### src/hdl/mdiocs_pkg.sv
`timescale 1ns / 1ps

package mdiocs_pkg;

    // Request kinds as they arrive on the input. Code 3 means nothing and is ignored.
    typedef enum logic [1:0] {
        KIND_WRITE  = 2'd0,
        KIND_READ   = 2'd1,
        KIND_STATUS = 2'd2
    } t_kind;

    typedef enum logic [1:0] {
        RES_COMMAND = 2'd0,
        RES_DONE    = 2'd1,
        RES_REFUSED = 2'd2
    } t_result_kind;

    typedef enum logic [1:0] {
        S_IDLE,
        S_CMD,
        S_REFUSE,
        S_POP
    } t_state;

    // One queued read: notify flag, requester tag and register address.
    typedef struct packed {
        logic        notify;
        logic [7:0]  tag;
        logic [15:0] reg_address;
    } t_entry;

    localparam int CFG_INDEX_W = 2;
    localparam int CFG_DATA_W  = 5;
    localparam logic [CFG_INDEX_W-1:0] CFG_PHY_ADDRESS = 2'd0;
    localparam logic [CFG_INDEX_W-1:0] CFG_ACCESS_MODE = 2'd1;

    localparam logic MODE_GENERIC = 1'b0;
    localparam logic MODE_PAGED   = 1'b1;

    localparam logic [1:0]  OP_WRITE      = 2'd1;
    localparam logic [1:0]  OP_READ       = 2'd2;
    localparam logic [4:0]  REG_MMD_CTRL  = 5'h0D;
    localparam logic [4:0]  REG_MMD_DATA  = 5'h0E;
    localparam logic [4:0]  REG_PAGE      = 5'h16;
    localparam logic [15:0] DIRECT_LIMIT  = 16'h0020;
    localparam logic [15:0] MMD_SET_ADDR  = 16'h001F;
    localparam logic [15:0] MMD_SET_DATA  = 16'h401F;

    localparam int CMD_W = 28;

    // Index of the final command word of a request (number of words minus one).
    function automatic logic [1:0] f_last_step(input logic mode, input logic [15:0] addr);
        logic [1:0] res;
        if (mode == MODE_PAGED) begin
            res = 2'd1;
        end else if (addr < DIRECT_LIMIT) begin
            res = 2'd0;
        end else begin
            res = 2'd3;
        end
        return res;
    endfunction

    function automatic logic [CMD_W-1:0] f_cmd(
        input logic [4:0]  phy,
        input logic        mode,
        input logic        is_read,
        input logic [15:0] addr,
        input logic [15:0] data,
        input logic [1:0]  step
    );
        logic [1:0]  op;
        logic [4:0]  reg5;
        logic [15:0] word;
        logic [1:0]  final_op;
        logic [15:0] final_data;
        final_op   = is_read ? OP_READ : OP_WRITE;
        final_data = is_read ? 16'h0000 : data;
        op   = OP_WRITE;
        reg5 = addr[4:0];
        word = final_data;
        if (mode == MODE_PAGED) begin
            if (step == 2'd0) begin
                reg5 = REG_PAGE;
                word = {8'h00, addr[15:8]};
            end else begin
                op = final_op;
            end
        end else if (addr < DIRECT_LIMIT) begin
            op = final_op;
        end else begin
            case (step)
                2'd0: begin
                    reg5 = REG_MMD_CTRL;
                    word = MMD_SET_ADDR;
                end
                2'd1: begin
                    reg5 = REG_MMD_DATA;
                    word = addr;
                end
                2'd2: begin
                    reg5 = REG_MMD_CTRL;
                    word = MMD_SET_DATA;
                end
                default: begin
                    op   = final_op;
                    reg5 = REG_MMD_DATA;
                end
            endcase
        end
        return {op, phy, reg5, word};
    endfunction

endpackage

### src/hdl/mdio_command_sequencer.sv
`timescale 1ns / 1ps

// Channel   | Ports                                          | Handshake
// ----------+------------------------------------------------+------------------------------
// request   | i_kind, i_reg_address, i_write_data, i_requester_tag, i_notify,
//           | i_status_read_valid, i_status_read_data         | start high while busy low
// result    | o_result_kind, o_command_word, o_done_*, o_last | o_strobe, one cycle each
// config    | i_cfg_we, i_cfg_index, i_cfg_data               | taken when i_cfg_we is high
//
// A write or read request is taken in the idle state and then gives its command words
// in turn (one, two or four words) before the sequencer is idle again.
// A status request that pops reads the pending queue memory (its read data is registered)
// and passes the pop state, a refused read the refuse state; other requests stay idle.
// Reset is synchronous, active low; the pending queue memory needs no clearing pass.
// Results cannot be stalled: each one is shown for exactly one cycle.
module mdio_command_sequencer #(
    parameter int PENDING_DEPTH = 16
) (
    input  logic                               i_clk,
    input  logic                               i_rst_n,
    input  logic                               start,
    output logic                               busy,
    input  logic [1:0]                         i_kind,
    input  logic [15:0]                        i_reg_address,
    input  logic [15:0]                        i_write_data,
    input  logic [7:0]                         i_requester_tag,
    input  logic                               i_notify,
    input  logic                               i_status_read_valid,
    input  logic [15:0]                        i_status_read_data,
    input  logic                               i_cfg_we,
    input  logic [mdiocs_pkg::CFG_INDEX_W-1:0] i_cfg_index,
    input  logic [mdiocs_pkg::CFG_DATA_W-1:0]  i_cfg_data,
    output logic                               o_strobe,
    output logic [1:0]                         o_result_kind,
    output logic [mdiocs_pkg::CMD_W-1:0]       o_command_word,
    output logic [15:0]                        o_done_reg_address,
    output logic [15:0]                        o_done_value,
    output logic [7:0]                         o_done_tag,
    output logic                               o_last
);

    localparam int IDX_W   = (PENDING_DEPTH > 1) ? $clog2(PENDING_DEPTH) : 1;
    localparam int CNT_W   = $clog2(PENDING_DEPTH + 1);
    localparam int SUM_W   = CNT_W + 1;
    localparam int ENTRY_W = $bits(mdiocs_pkg::t_entry);

    // Configuration
    logic [4:0] r_phy_address;
    logic       r_access_mode;

    always_ff @(posedge i_clk) begin
        if (!i_rst_n) begin
            r_phy_address <= '0;
            r_access_mode <= mdiocs_pkg::MODE_GENERIC;
        end else if (i_cfg_we) begin
            unique case (i_cfg_index)
                mdiocs_pkg::CFG_PHY_ADDRESS: r_phy_address <= i_cfg_data[4:0];
                mdiocs_pkg::CFG_ACCESS_MODE: r_access_mode <= i_cfg_data[0];
                default: ;
            endcase
        end
    end

    // Control state
    mdiocs_pkg::t_state r_state, n_state;
    logic [IDX_W-1:0]   r_head;
    logic [CNT_W-1:0]   r_count;
    logic [1:0]         r_step;
    logic [1:0]         r_last_step;
    logic               r_is_read;
    logic [15:0]        r_addr;
    logic [15:0]        r_data;
    logic [15:0]        r_rdata;

    logic               accept;
    logic               full;
    logic               is_write_req;
    logic               is_read_req;
    logic               do_push;
    logic               do_pop;
    logic [SUM_W-1:0]   tail_sum;
    logic [IDX_W-1:0]   tail;
    logic [IDX_W-1:0]   head_next;
    mdiocs_pkg::t_entry push_entry;
    mdiocs_pkg::t_entry pop_entry;
    logic [ENTRY_W-1:0] rd_data;

    assign busy         = (r_state != mdiocs_pkg::S_IDLE);
    assign accept       = start && !busy;
    assign full         = (r_count == CNT_W'(PENDING_DEPTH));
    assign is_write_req = (i_kind == mdiocs_pkg::KIND_WRITE);
    assign is_read_req  = (i_kind == mdiocs_pkg::KIND_READ);
    assign do_push      = accept && is_read_req && !full;
    assign do_pop       = accept && (i_kind == mdiocs_pkg::KIND_STATUS)
                          && i_status_read_valid && (r_count != '0);

    // The tail index stays below twice the depth, so one compare and subtract wraps it.
    assign tail_sum  = SUM_W'(r_head) + SUM_W'(r_count);
    assign tail      = (tail_sum >= SUM_W'(PENDING_DEPTH))
                       ? IDX_W'(tail_sum - SUM_W'(PENDING_DEPTH))
                       : IDX_W'(tail_sum);
    assign head_next = (r_head == IDX_W'(PENDING_DEPTH - 1)) ? '0 : r_head + IDX_W'(1);

    assign push_entry.notify      = i_notify;
    assign push_entry.tag         = i_requester_tag;
    assign push_entry.reg_address = i_reg_address;

    // Pushes and pops belong to different requests, which are never in flight together,
    // so a read never meets a write to the same entry in the same cycle.
    mdiocs_ram #(
        .WIDTH(ENTRY_W),
        .DEPTH(PENDING_DEPTH)
    ) u_pending (
        .i_clk    (i_clk),
        .i_wr_en  (do_push),
        .i_wr_addr(tail),
        .i_wr_data(push_entry),
        .i_rd_en  (do_pop),
        .i_rd_addr(r_head),
        .o_rd_data(rd_data)
    );

    assign pop_entry = mdiocs_pkg::t_entry'(rd_data);

    // Next state
    always_comb begin
        n_state = r_state;
        unique case (r_state)
            mdiocs_pkg::S_IDLE: begin
                if (accept) begin
                    if (is_write_req || do_push) begin
                        n_state = mdiocs_pkg::S_CMD;
                    end else if (is_read_req) begin
                        n_state = mdiocs_pkg::S_REFUSE;
                    end else if (do_pop) begin
                        n_state = mdiocs_pkg::S_POP;
                    end
                end
            end
            mdiocs_pkg::S_CMD: begin
                if (r_step == r_last_step) begin
                    n_state = mdiocs_pkg::S_IDLE;
                end
            end
            mdiocs_pkg::S_REFUSE: n_state = mdiocs_pkg::S_IDLE;
            mdiocs_pkg::S_POP:    n_state = mdiocs_pkg::S_IDLE;
            default:              n_state = mdiocs_pkg::S_IDLE;
        endcase
    end

    // Outputs
    logic                         n_strobe;
    logic [1:0]                   n_result_kind;
    logic [mdiocs_pkg::CMD_W-1:0] n_command_word;
    logic [15:0]                  n_done_reg_address;
    logic [15:0]                  n_done_value;
    logic [7:0]                   n_done_tag;
    logic                         n_last;

    logic                         r_strobe;
    logic [1:0]                   r_result_kind;
    logic [mdiocs_pkg::CMD_W-1:0] r_command_word;
    logic [15:0]                  r_done_reg_address;
    logic [15:0]                  r_done_value;
    logic [7:0]                   r_done_tag;
    logic                         r_last;

    always_comb begin
        n_strobe           = 1'b0;
        n_result_kind      = mdiocs_pkg::RES_COMMAND;
        n_command_word     = '0;
        n_done_reg_address = '0;
        n_done_value       = '0;
        n_done_tag         = '0;
        n_last             = 1'b0;
        unique case (r_state)
            mdiocs_pkg::S_IDLE: ;
            mdiocs_pkg::S_CMD: begin
                n_strobe       = 1'b1;
                n_command_word = mdiocs_pkg::f_cmd(r_phy_address, r_access_mode, r_is_read,
                                                   r_addr, r_data, r_step);
                n_last         = (r_step == r_last_step);
            end
            mdiocs_pkg::S_REFUSE: begin
                n_strobe      = 1'b1;
                n_result_kind = mdiocs_pkg::RES_REFUSED;
                n_last        = 1'b1;
            end
            mdiocs_pkg::S_POP: begin
                // An entry without notify leaves the queue silently.
                n_strobe           = pop_entry.notify;
                n_result_kind      = mdiocs_pkg::RES_DONE;
                n_done_reg_address = pop_entry.reg_address;
                n_done_value       = r_rdata;
                n_done_tag         = pop_entry.tag;
                n_last             = 1'b1;
            end
            default: ;
        endcase
    end

    always_ff @(posedge i_clk) begin
        if (!i_rst_n) begin
            r_state  <= mdiocs_pkg::S_IDLE;
            r_head   <= '0;
            r_count  <= '0;
            r_step   <= '0;
            r_strobe <= 1'b0;
        end else begin
            r_state  <= n_state;
            r_strobe <= n_strobe;
            if (do_push) begin
                r_count <= r_count + CNT_W'(1);
            end else if (do_pop) begin
                r_count <= r_count - CNT_W'(1);
                r_head  <= head_next;
            end
            if (accept) begin
                r_step <= '0;
            end else if (r_state == mdiocs_pkg::S_CMD) begin
                r_step <= r_step + 2'd1;
            end
        end
    end

    always_ff @(posedge i_clk) begin
        if (accept) begin
            r_is_read   <= is_read_req;
            r_addr      <= i_reg_address;
            r_data      <= i_write_data;
            r_rdata     <= i_status_read_data;
            r_last_step <= mdiocs_pkg::f_last_step(r_access_mode, i_reg_address);
        end
        r_result_kind      <= n_result_kind;
        r_command_word     <= n_command_word;
        r_done_reg_address <= n_done_reg_address;
        r_done_value       <= n_done_value;
        r_done_tag         <= n_done_tag;
        r_last             <= n_last;
    end

    assign o_strobe           = r_strobe;
    assign o_result_kind      = r_result_kind;
    assign o_command_word     = r_command_word;
    assign o_done_reg_address = r_done_reg_address;
    assign o_done_value       = r_done_value;
    assign o_done_tag         = r_done_tag;
    assign o_last             = r_last;

    a_count_bound: assert property (@(posedge i_clk) disable iff (!i_rst_n)
        r_count <= CNT_W'(PENDING_DEPTH))
        else $error("pending count exceeds queue depth");

    a_push_counts: assert property (@(posedge i_clk) disable iff (!i_rst_n)
        do_push |=> r_count == $past(r_count) + CNT_W'(1))
        else $error("accepted read did not enter the pending queue");

    a_strobe_source: assert property (@(posedge i_clk) disable iff (!i_rst_n)
        r_strobe |-> $past(r_state) != mdiocs_pkg::S_IDLE)
        else $error("result strobe without an active request");

    a_step_range: assert property (@(posedge i_clk) disable iff (!i_rst_n)
        (r_state == mdiocs_pkg::S_CMD) |-> r_step <= r_last_step)
        else $error("command step ran past the last word");

    a_refuse_alone: assert property (@(posedge i_clk) disable iff (!i_rst_n)
        (r_strobe && r_result_kind == mdiocs_pkg::RES_REFUSED)
        |-> (r_last && r_command_word == '0))
        else $error("refused read carried a command word or was not final");

endmodule

### src/hdl/mdiocs_ram.sv
`timescale 1ns / 1ps

module mdiocs_ram #(
    parameter int WIDTH = 25,
    parameter int DEPTH = 16,
    localparam int ADDR_W = (DEPTH > 1) ? $clog2(DEPTH) : 1
) (
    input  logic              i_clk,
    input  logic              i_wr_en,
    input  logic [ADDR_W-1:0] i_wr_addr,
    input  logic [WIDTH-1:0]  i_wr_data,
    input  logic              i_rd_en,
    input  logic [ADDR_W-1:0] i_rd_addr,
    output logic [WIDTH-1:0]  o_rd_data
);

    logic [WIDTH-1:0] r_mem [DEPTH];
    logic [WIDTH-1:0] r_rd_data;

    always_ff @(posedge i_clk) begin
        if (i_wr_en) begin
            r_mem[i_wr_addr] <= i_wr_data;
        end
        if (i_rd_en) begin
            r_rd_data <= r_mem[i_rd_addr];
        end
    end

    assign o_rd_data = r_rd_data;

endmodule
### config.mk
export PLATFORM = sky130hd
export DESIGN_NAME = mdio_command_sequencer
export DESIGN_NICKNAME = d
export VERILOG_FILES = /design/src/hdl/mdiocs_pkg.sv /design/src/hdl/mdio_command_sequencer.sv /design/src/hdl/mdiocs_ram.sv
export SDC_FILE = /design/constraint.sdc
export NUM_CORES = 1
export LEC_CHECK = 0
export ABC_AREA = 1
export BUFFER_PORTS_ARGS = -buffer_cell sky130_fd_sc_hd__buf_2
export CORE_MARGIN = 4
export CORE_UTILIZATION = 55
export CTS_BUF_LIST = sky130_fd_sc_hd__clkbuf_4
export DETAILED_ROUTE_END_ITERATION = 12
export MAX_ROUTING_LAYER = met4
export PLACE_DENSITY = 0.73
export SLEW_MARGIN = 5
export SYNTH_ARGS = -nofsm -noshare
export SYNTH_HDL_FRONTEND = slang
export SYNTH_SLANG_ARGS = --single-unit
### constraint.sdc
create_clock -name i_clk -period 2.6 [get_ports i_clk]
set_input_delay 0.13 -clock i_clk [delete_from_list [all_inputs] [get_ports i_clk]]
set_output_delay 0.13 -clock i_clk [all_outputs]
set_load 0.005 [all_outputs]
; ---- Word level (Yosys, flattened, before mapping)
; Memory sizes are Yosys's and may differ from the RTL's. A register that Yosys moved wholly into a read port is not among the register bits.
; Index checks and enable logic that the tools add are counted.
[word_totals]
output_inout_bits = 73
mem_count = 1
ff_bits = 142
inputBits = 71
word_cells = 99
ramBits = 400
[classes]
magnitude_cmp = 3
muxes = 30
n_addsub = 6
n_bitwise = 2
eq_ne = 14
n_reduce_logical = 25
[memory_table]
columns = name, words, width, read_ports, rd_clocked_by_memory_dff, wr, line_no
row1 = u_pending.r_mem, 16, 25, 1, 1, 1, mdiocs_ram.sv:17  ; logic [WIDTH-1:0] r_mem [DEPTH];
[op_table]
columns = cell, count
row1 = 16-bit 2-to-1 mux, 4
row2 = 16-bit one-hot mux with 3 select lines, 1
row3 = "16-bit by 6-bit less-than comparator with 1-bit output, second input constant", 2
row4 = 5-bit 2-to-1 mux, 5
row5 = 2-bit 2-to-1 mux, 12
row6 = "2-bit by 1-bit == test with 1-bit output, second input constant", 4
row7 = "2-bit == test, second input constant", 4
row8 = 2-bit logical NOT, 4
row9 = 4-bit 2-to-1 mux, 2
row10 = 2-bit OR reduction, 4
row11 = 4-bit by 5-bit adder with 6-bit output, 1
row12 = "6-bit by 5-bit greater-or-equal comparator with 1-bit output, second input constant", 1
row13 = 1-bit logical AND, 6
row14 = 2-bit one-hot mux with 3 select lines, 1
row15 = 2-bit AND reduction, 3
row16 = "5-bit by 1-bit adder with 5-bit output, second input constant", 1
row17 = "5-bit == test, second input constant", 1
row18 = 5-bit nonzero test, 1
row19 = "5-bit by 1-bit subtractor with 5-bit output, second input constant", 1
row20 = "4-bit by 1-bit adder with 4-bit output, second input constant", 1
row21 = "4-bit == test, second input constant", 1
row22 = "2-bit != test, second input constant", 2
row23 = "4-bit != test, second input constant", 1
row24 = 1-bit one-hot mux with 2 select lines, 2
row25 = 11 further kinds, 15

; ---- Logic depth before layout (Yosys ltp)
; Gate-level depths: netlist (run 1).
[logic_depth]
ltp_word = 11
mapped_depth = 13
ltp_nobuf = 13

; ---- Modules after synthesis
; A second synthesis (run 1) with hierarchy kept.
[unflattened]
cells_unflattened = 2251
area_unflattened_um2 = 23593.9
[modules_own_cells]
columns = mod, area_each_um2, seq_area_each_um2, n_inst, cells_per_inst
row1 = mdiocs_ram, 18102.4, 12762.2, 1, 1662
row2 = mdio_command_sequencer, 5491.5, 3353.2, 1, 589

; ---- Worst setup path before layout (run 1)
; Ideal clock, no wire load.
[synth_path]
path_type = flip-flop to flip-flop
start = reg r_head[0]
end = mem u_pending.r_mem[0][0], enable pin
t_required_ps = 2193
path_buffers = 0
path_stages_with_launch = 6
slack_ps = -207
synth_period_minus_slack_ps = 2807
setup_ps = 407
arrival_time_ps = 2400
path_cell_list = dfxtp_1 ha_1 fa_1 xnor2_1 nand2_1 nor2_1
[synth_between]
elab_chain_len = 3
[synth_lines]
columns = element, line_no
row1 = start: declaration, mdio_command_sequencer.sv:66  ; logic [IDX_W-1:0] r_head;
row2 = start signal: assignment, mdio_command_sequencer.sv:216  ; r_head <= head_next;
row3 = 4-bit by 5-bit adder with 6-bit output *, mdio_command_sequencer.sv:98  ; assign tail_sum = SUM_W'(r_head) + SUM_W'(r_count);
row4 = 6-bit by 5-bit greater-or-equal comparator with 1-bit output / 4-bit by 1-bit subtractor with 4-bit output (equally long branches), "mdio_command_sequencer.sv:99, mdio_command_sequencer.sv:100"
row5 = 4-bit 2-to-1 mux *, mdio_command_sequencer.sv:100  ; ? IDX_W'(tail_sum - SUM_W'(PENDING_DEPTH))
row6 = end: declaration, mdiocs_ram.sv:17
; Every way passes the cells marked *; elsewhere a longest branch is shown, timed or not.

; ---- Worst setup path after layout (run 1)
[layout_path]
start = reg r_state[1]
end = mem u_pending.r_mem[6][10], enable pin
[layout_between]
elab_chain_len = 7
[layout_lines]
columns = element, line_no
row1 = start: declaration, mdio_command_sequencer.sv:65  ; mdiocs_pkg::t_state r_state, n_state;
row2 = start signal: assignment, mdio_command_sequencer.sv:204  ; r_state <= mdiocs_pkg::S_IDLE;
row3 = start signal: assignment, mdio_command_sequencer.sv:210  ; r_state <= n_state;
row4 = 2-bit nonzero test, mdio_command_sequencer.sv:88  ; assign busy = (r_state != mdiocs_pkg::S_IDLE);
row5 = 1-bit logical NOT, mdio_command_sequencer.sv:89  ; assign accept = start && !busy;
row6 = 1-bit logical AND, mdio_command_sequencer.sv:89
row7 = 1-bit logical AND (2 in a row), mdio_command_sequencer.sv:93  ; assign do_push = accept && is_read_req && !full;
row8 = 1-bit 2-to-1 mux, mdiocs_ram.sv:21  ; if (i_wr_en) begin
row9 = 1-bit 2-to-1 mux (implied by the code), mdiocs_ram.sv:22  ; r_mem[i_wr_addr] <= i_wr_data;
; No other way between the ends.

==> results of run 1 <==
-- sequential cells by signal, summed over array words and instances (netlist names), 2 cells and up --
register	count
u_pending.r_mem	400
o_done_tag	8
o_result_kind	2
r_addr	16
r_count	5
o_done_reg_address	16
r_state	2
r_phy_address	5
u_pending.o_rd_data	25
o_command_word	28
o_done_value	16
r_head	4
r_rdata	16
r_step	2
r_last_step	2
r_data	16
-- where the power goes --
group	leakage (nW)	switching, mW	total (mW)	internal, mW
logic	4.16	1.62	2.47	0.854
registers	5.04	0.217	10.6	10.4
clock network	1.11	3.40	7.75	4.35
-- layout make-up --
class,instances,area share
flip-flops and latches,567,0.611
multi-input cells,1023,0.186
repair buffers,319,0.0919
clock buffers,208,0.0592
well taps,518,0.0246
inverters,101,0.0145
clock inverters,31,0.0125
diodes,1,0.0000949
-- kinds of logic after synthesis --
| family | Yosys count | synth area share |
|---|---|---|
| AO/OA/AOI/OAI | 356 | 0.0917 |
| XOR/XNOR | 7 | 0.00281 |
| adder cells (fa/ha/maj) | 18 | 0.0110 |
| buffers and inverters | 194 | 0.0392 |
| flip-flops | 567 | 0.738 |
| AND/OR/NAND/NOR | 642 | 0.117 |
-- synth_stat cells, drive strengths merged (2+ instances only) --
| cell | count | area (um2) |
|---|---|---|
| inv | 97 | 364 |
| edfxtp | 476 | 14300 |
| nor3 | 5 | 25.0 |
| ha | 16 | 200 |
| clkbuf | 55 | 210 |
| nor2 | 320 | 1220 |
| nand3 | 76 | 385 |
| xor2 | 4 | 35.0 |
| dfxtp | 91 | 1820 |
| o211ai | 50 | 375 |
| o21ai | 216 | 1080 |
| nand2 | 234 | 883 |
| buf | 38 | 267 |
| o22ai | 50 | 313 |
| a22oi | 8 | 60.1 |
| fa | 2 | 40.0 |
| clkinv | 4 | 15.0 |
| nor4 | 2 | 12.5 |
| a21oi | 29 | 145 |
| or2 | 3 | 18.8 |
| xnor2 | 3 | 26.3 |
-- per-layer routing --
| layer | up-vias | track usage |
|---|---|---|
| li1 | 7098 | - |
| met1 | 7500 | 0.338 |
| met2 | 871 | 0.417 |
| met3 | 135 | 0.0597 |
| met4 | 0 | 0.105 |
| met5 | - | - |
-- worst paths after layout --
check	slack (ns)	from	endpoint	depth (start not counted)
setup / recovery	0.16	r_state[1]	u_pending.r_mem[6][10]	9
hold / removal	0.09	i_status_read_data[4]	r_rdata[4]	2
setup reg to reg	0.16	r_state[1]	u_pending.r_mem[6][10]	9
hold reg to reg	0.40	u_pending.o_rd_data[1]	o_done_reg_address[1]	2
-- per-stage QoR --
step	hold WS [ns]	instances	util	worst slack [ns]
after detailed placement	0.308	2413	0.600	0.199
after CTS	0.00163	2767	0.678	0.157
after global placement	0.307	2413	0.600	0.311
final	0.0912	2768	0.678	0.159
after floorplan	0.229	1784	-	-0.207
after global routing	0.0204	2768	0.678	0.0278
-- critical path: stages, from the launching register on --
cell and delay, ns:
dfxtp_1 0.36, inv_1 0.12, ha_1 0.25, nand2_1 0.14, nor2_1 0.16, nand2_2 0.12
inv_1 0.14, nand3_1 0.23, nor2_2 0.22, buf_4 0.33
-- repair_timing --
action	CTS	global route
endpoints found under the setup margin	0	15
endpoints found under the hold margin	487	0
hold buffers	115	0
resized for setup	0	1
==> impl_metrics.py, run 1 <==
metrics = {
    "power_and_ir_drop": {
        "power_mw": 20.8,
        "ir_drop_mv": 0.414,
        "power_leakage_nw": 10.3,
        "powerDensity_mw_per_mm2": 790,
    },
    "drt": {
        "totalWireLength_mm": 55.8,
        "ant_nets": 0,
        "drc": 0,
        "met3_length_mm": 5.24,
        "drt_iter0_drc": 1767,
        "wire_per_inst_um": 20.2,
        "met2_length_mm": 26.9,
        "highest_layer": "met4",
        "vias_per_cell": 5.64,
        "dr_total_vias": 15600,
        "drtPass1Iterations": 6,
        "wl_met1_mm": 22.1,
    },
    "sta": {
        "fmax_ghz": 0.410,
        "finClkSkew_ns": 0.0561,
        "max_slew_margin": 0.252,
        "fin_crit_ns": 2.44,
        "rsz0062_at_grt": "false",
        "fin_crit_sh": 0.939,
        "finalHoldViolations": 0,
        "timing.setup.tns_ns": 0,
        "tightest_slew_ns": 1.12,
        "setup_violations": 0,
        "final_max_slew_viol_count": 0,
    },
    "floorplan": {
        "rows": 72,
        "coreArea_mm2": 0.0389,
        "start_util": 0.561,
        "die_w_um": 207,
        "ioPinCount": 144,
        "die_y_um": 207,
        "die-area_mm2": 0.0429,
    },
    "worst_setup_path": {
        "cp.required_ns": 3.06,
        "path_max_fanout": 17,
        "cp-start-kind": "register",
        "cp-end-kind": "register",
        "worstPathArrival_ns": 2.90,
        "crit_type": "register to register",
    },
    "status": {
        "outcome": "completed",
    },
    "cts": {
        "clock_latency_ns": 0.83,
        "cts_setup_buffers": 0,
        "clock_path_buffers": 3,
        "htree_levels": 4,
        "cts_num_sinks": 567,
        "cts_tree": "built",
        "numCtsBuffers": 140,
        "root_buffer": "clkbuf_4",
        "path_clk_slew_ns": 0.08,
    },
    "run": {
        "max-cap-violations": 0,
    },
    "synth": {
        "yosysUniqueCellTypes": 38,
        "ys_ff_latch": 567,
        "syn_nets": 1873,
        "async_flop_share": 0,
        "syn-cell-area_mm2": 0.0218,
        "synthFlopType": "edfxtp_1",
        "seq_area_frac_synth": 0.738,
        "synth_edf_count": 476,
        "ys_warn_count": 0,
        "syn_avg_cell_area_um2": 12.2,
        "syn-instance-count": 1784,
    },
    "placement": {
        "numPortBuffers": 143,
        "dpl_cell_area_mm2": 0.0233,
        "place.detailed.hpwl_mm": 32.6,
        "globalplace.congestion": 0.890,
    },
    "global_route": {
        "grt_max_degree": 183,
        "overflow": 0,
        "track_usage": 0.264,
        "grt_pass1_wl_mm": 86.8,
        "grt_pass1_vias": 15800,
        "antenna_found_initial": 1,
    },
    "finish": {
        "layout_common_cells": "476 x edfxtp_1, 300 x nor2_1, 231 x nand2_1",
        "layout-drive-gt1-share": 0.205,
        "multi_input_area_mm2": 0.00491,
        "seqCellArea_mm2": 0.0161,
        "n_fill_cell": 2684,
        "final_common_cell": "edfxtp_1",
        "fin_area_mm2": 0.0264,
        "nNetsFinal": 2241,
        "area_growth_pct": 20.8,
    },
    "hold_path": {
        "min_path_type": "input pin to register",
    },
}
Power figures use the tool's default switching activity.
==> run 2: changes to the inputs <==
- CAP_MARGIN: not set -> 20
- PLACE_DENSITY: 0.73 -> 0.76
==> impl_metrics.py, run 2 (synthesized netlist as in run 1, its figures left out) <==
metrics = {
    "status": {
        "outcome": "completed",
    },
    "sta": {
        "fin_crit_ns": 2.44,
        "final_max_slew_viol_count": 0,
        "finClkSkew_ns": 0.0569,
        "tightest_slew_ns": 0.883,
        "fmax_ghz": 0.410,
        "timing.setup.tns_ns": 0,
        "finalHoldViolations": 0,
        "rsz0062_at_grt": "true",
        "fin_ws_ns": 0.160,
        "fin_crit_sh": 0.939,
        "max_slew_margin": 0.411,
        "setup_violations": 0,
    },
    "placement": {
        "globalplace.congestion": 0.891,
        "place.detailed.hpwl_mm": 31.8,
        "numPortBuffers": 143,
        "post-place-ws_ns": 0.274,
    },
    "finish": {
        "fin_util": 0.675,
        "layout-drive-gt1-share": 0.199,
        "layout_common_cells": "476 x edfxtp_1, 300 x nor2_1, 232 x nand2_1",
        "nNetsFinal": 2227,
        "area_growth_pct": 20.3,
        "largest_register": "u_pending.r_mem",
        "largest_reg_flops": 400,
        "final_common_cell": "edfxtp_1",
    },
    "global_route": {
        "overflow": 0,
        "met2_usage": 0.386,
        "track_usage": 0.255,
        "use_met3": 0.0635,
        "grt_pass1_vias": 15200,
        "grt_use_met1": 0.341,
        "busiest_layer": "met2",
        "antenna_found_initial": 1,
        "grt_max_degree": 155,
        "grt_pass1_wl_mm": 83.9,
    },
    "power_and_ir_drop": {
        "ir_drop_mv": 0.421,
        "power_leakage_nw": 10.2,
        "power_mw": 20.6,
        "powerDensity_mw_per_mm2": 783,
    },
    "drt": {
        "dr_total_vias": 15300,
        "drc": 0,
        "totalWireLength_mm": 54.2,
        "wire_per_inst_um": 19.6,
        "drt_iter0_drc": 1927,
        "vias_per_cell": 5.53,
        "drtPass1Iterations": 6,
        "ant_nets": 0,
    },
    "worst_setup_path": {
        "worstPathArrival_ns": 2.93,
        "cp-start-kind": "register",
        "crit_path_start": "r_state[0]",
        "cp_slowest_cell": "dfxtp_1",
        "max_stage_delay_ns": 0.35,
        "cp.required_ns": 3.09,
        "path_max_fanout": 25,
        "crit_path_end": "u_pending.r_mem[5][14]",
        "cp_cell_sequence": "inv_1 -> ha_1 -> nand2_1 -> nor2_1 -> nand2_1 -> inv_1 -> nand3_1 -> nor2_2 -> buf_12",
        "cp-end-kind": "register",
        "rrSetupSlack_ns": 0.16,
        "r2r_end": "u_pending.r_mem[5][14]",
        "reg2reg_depth": 9,
        "r2r_start": "r_state[0]",
        "crit_type": "register to register",
    },
    "cts": {
        "cts_num_sinks": 567,
        "htree_levels": 4,
        "clock_path_buffers": 3,
        "clock_latency_ns": 0.83,
        "cts_setup_buffers": 0,
        "root_buffer": "clkbuf_4",
        "numCtsBuffers": 139,
        "cts_tree": "built",
        "path_clk_slew_ns": 0.07,
    },
    "floorplan": {
        "die-area_mm2": 0.0429,
        "start_util": 0.561,
        "rows": 72,
        "ioPinCount": 144,
        "die_w_um": 207,
        "die_y_um": 207,
        "coreArea_mm2": 0.0389,
    },
    "hold_path": {
        "min_path_type": "input pin to register",
    },
    "run": {
        "max-cap-violations": 0,
    },
}
run 2: metrics by stage:
stage                     cells  hold WS (ns)  instance area (um2)
after CTS                  2765     0.0000152                26300
after global placement     2405         0.308                23300
final                      2766        0.0635                26300
after global routing       2766        0.0135                26300
after detailed placement   2405         0.308                23300
after floorplan            1784         0.229                21800
run 2: worst min-delay path by stage:
stage | start | to | slack [ns] | cells past startpoint
floorplan | i_reg_address[0] | r_addr[0] | 0.23 | 0
global placement | i_status_read_data[5] | r_rdata[5] | 0.31 | 1
detailed placement | i_write_data[8] | r_data[8] | 0.31 | 1
CTS | i_write_data[13] | r_data[13] | 0.00002 | 2
global route | i_write_data[9] | r_data[9] | 0.01 | 2
finish | i_write_data[9] | r_data[9] | 0.06 | 2
run 2: critical path, delay by kind of cell (launching register included):
family	cells	cell delay (ns)
flops	1	0.35
simple gates	5	0.93
fa+ha+maj	1	0.26
buf+inv	3	0.54
run 2: layout make-up:
type                            instances  area, um2
Fill cell                            2720      12700
Inverter                              101        382
Clock inverter                         42        302
Antenna cell                            1       2.50
Tap cell                              518        648
Multi-Input combinational cell       1023       4910
Clock buffer                          208       1560
Sequential cell                       567      16100
Timing Repair Buffer                  306       2340
run 2: where the power goes:
part / internal [mW] / switching [mW]
Sequential: 10.4 / 0.220
Combinational: 0.828 / 1.55
Clock: 4.16 / 3.41
run 2: per-layer routing:
metal | up-vias | wire length, um
met5 | - | 0
met4 | 0 | 1360
met3 | 115 | 5210
met2 | 865 | 25400
met1 | 7245 | 22200
li1 | 7074 | -
run 2: repair_timing:
action,in CTS,in global routing
hold buffers,110,0
resized for setup,0,3
setup endpoints to repair,0,62
endpoints found under the hold margin,488,0
==> run 3: changes to the inputs <==
- PLACE_DENSITY: 0.76 -> 0.73
- clock period: 2.6 -> 2.4 ns (I/O delays scaled with it)
==> impl_metrics.py, run 3 (synthesized netlist as in run 1, its figures left out) <==
metrics = {
    "placement": {
        "globalplace.congestion": 0.934,
        "place.detailed.hpwl_mm": 29.4,
        "numPortBuffers": 143,
        "dpl_cell_area_mm2": 0.0233,
    },
    "status": {
        "outcome": "completed",
    },
    "global_route": {
        "grt_max_degree": 117,
        "grt_pass1_wl_mm": 82.1,
        "grt_pass1_vias": 15000,
        "track_usage": 0.251,
        "overflow": 0,
        "antenna_found_initial": 3,
    },
    "run": {
        "max-cap-violations": 0,
    },
    "finish": {
        "layout_common_cells": "476 x edfxtp_1, 300 x nor2_1, 230 x nand2_1",
        "nNetsFinal": 2225,
        "layout-drive-gt1-share": 0.193,
        "seqCellArea_mm2": 0.0161,
        "multi_input_area_mm2": 0.00491,
        "final_common_cell": "edfxtp_1",
        "n_fill_cell": 2763,
        "fin_area_mm2": 0.0263,
        "largest_reg_flops": 400,
        "area_growth_pct": 20.6,
        "largest_register": "u_pending.r_mem",
    },
    "cts": {
        "root_buffer": "clkbuf_4",
        "cts_setup_buffers": 0,
        "clock_path_buffers": 3,
        "clock_latency_ns": 0.85,
        "cts_tree": "built",
        "htree_levels": 4,
        "cts_num_sinks": 567,
        "path_clk_slew_ns": 0.07,
        "numCtsBuffers": 142,
    },
    "worst_setup_path": {
        "cp.required_ns": 2.89,
        "path_max_fanout": 17,
        "crit_path_start": "r_count[0]",
        "crit_type": "register to register",
        "worstPathArrival_ns": 2.78,
        "r2r_start": "r_count[0]",
        "cp-end-kind": "register",
        "cp-start-kind": "register",
    },
    "sta": {
        "finalHoldViolations": 0,
        "final_max_slew_viol_count": 0,
        "finClkSkew_ns": 0.0553,
        "fin_crit_ns": 2.28,
        "rsz0062_at_grt": "false",
        "setup_violations": 0,
        "fmax_ghz": 0.438,
        "fin_crit_sh": 0.951,
        "holdWs_ns": 0.234,
        "tightest_slew_ns": 0.693,
        "max_slew_margin": 0.536,
    },
    "drt": {
        "drt_iter0_drc": 1597,
        "drtPass1Iterations": 6,
        "wire_per_inst_um": 19.3,
        "drc": 0,
        "dr_total_vias": 15300,
        "vias_per_cell": 5.56,
        "ant_nets": 0,
        "totalWireLength_mm": 53.1,
    },
    "hold_path": {
        "hp-start": "i_cfg_index[0]",
        "min_path_type": "input pin to register",
    },
    "power_and_ir_drop": {
        "power_leakage_nw": 10.2,
        "power_mw": 22.2,
        "powerDensity_mw_per_mm2": 841,
        "ir_drop_mv": 0.511,
    },
    "floorplan": {
        "die_w_um": 207,
        "start_util": 0.561,
        "rows": 72,
        "die-area_mm2": 0.0429,
        "ioPinCount": 144,
        "coreArea_mm2": 0.0389,
        "die_y_um": 207,
    },
}
[run 3: path summary, 6_finish.rpt]
kind / end / slack, ns / cells after the start
worst max-delay path: u_pending.r_mem[4][22] / 0.12 / 6
worst min-delay path: r_access_mode / 0.23 / 4
worst max register to register: u_pending.r_mem[4][22] / 0.12 / 6
worst min register to register: o_done_tag[1] / 0.41 / 2
[run 3: layout make-up]
class | count | share of cell area
flip-flops and latches | 567 | 0.612
repair buffers | 301 | 0.0933
diodes | 1 | 0.0000950
well taps | 518 | 0.0246
multi-input cells | 1023 | 0.187
inverters | 101 | 0.0145
clock inverters | 49 | 0.0125
clock buffers | 197 | 0.0562
[run 3: repair_timing]
action / CTS / global route
hold buffers: 117 / 0
resized for setup: 0 / 3
setup endpoints to repair: 0 / 3
hold endpoints to repair: 485 / 0
[run 3: where the power goes]
part           switching, mW  leakage [nW]  internal (mW)
Clock                   3.73          1.05           4.24
Sequential             0.226          5.04           11.3
Combinational           1.74          4.09          0.935
[run 3: worst max-delay path, stage by stage, from the launching register on]
cell	delay (ns)
dfxtp_1	0.45
ha_1	0.23
fa_1	0.46
inv_1	0.10
nand3_1	0.21
nor2_2	0.30
buf_12	0.20
[run 3: routing by layer]
metal,wire [um],GRT usage,share of wire
met1,22000,0.336,0.41
met2,25200,0.383,0.47
met3,4910,0.0627,0.092
met4,1080,0.0860,0.020
met5,0,-,0
[run 3: metrics by stage]
step	TNS (ns)	setup WS, ns	cells	utilization
3_3_place_gp	0	0.203	2393	0.600
2_1_floorplan	-23.31	-0.0583	1784	-
3_5_place_dp	0	0.162	2393	0.600
5_1_grt	0	0.0375	2757	0.677
4_1_cts	0	0.127	2756	0.676
6_report	0	0.117	2757	0.677
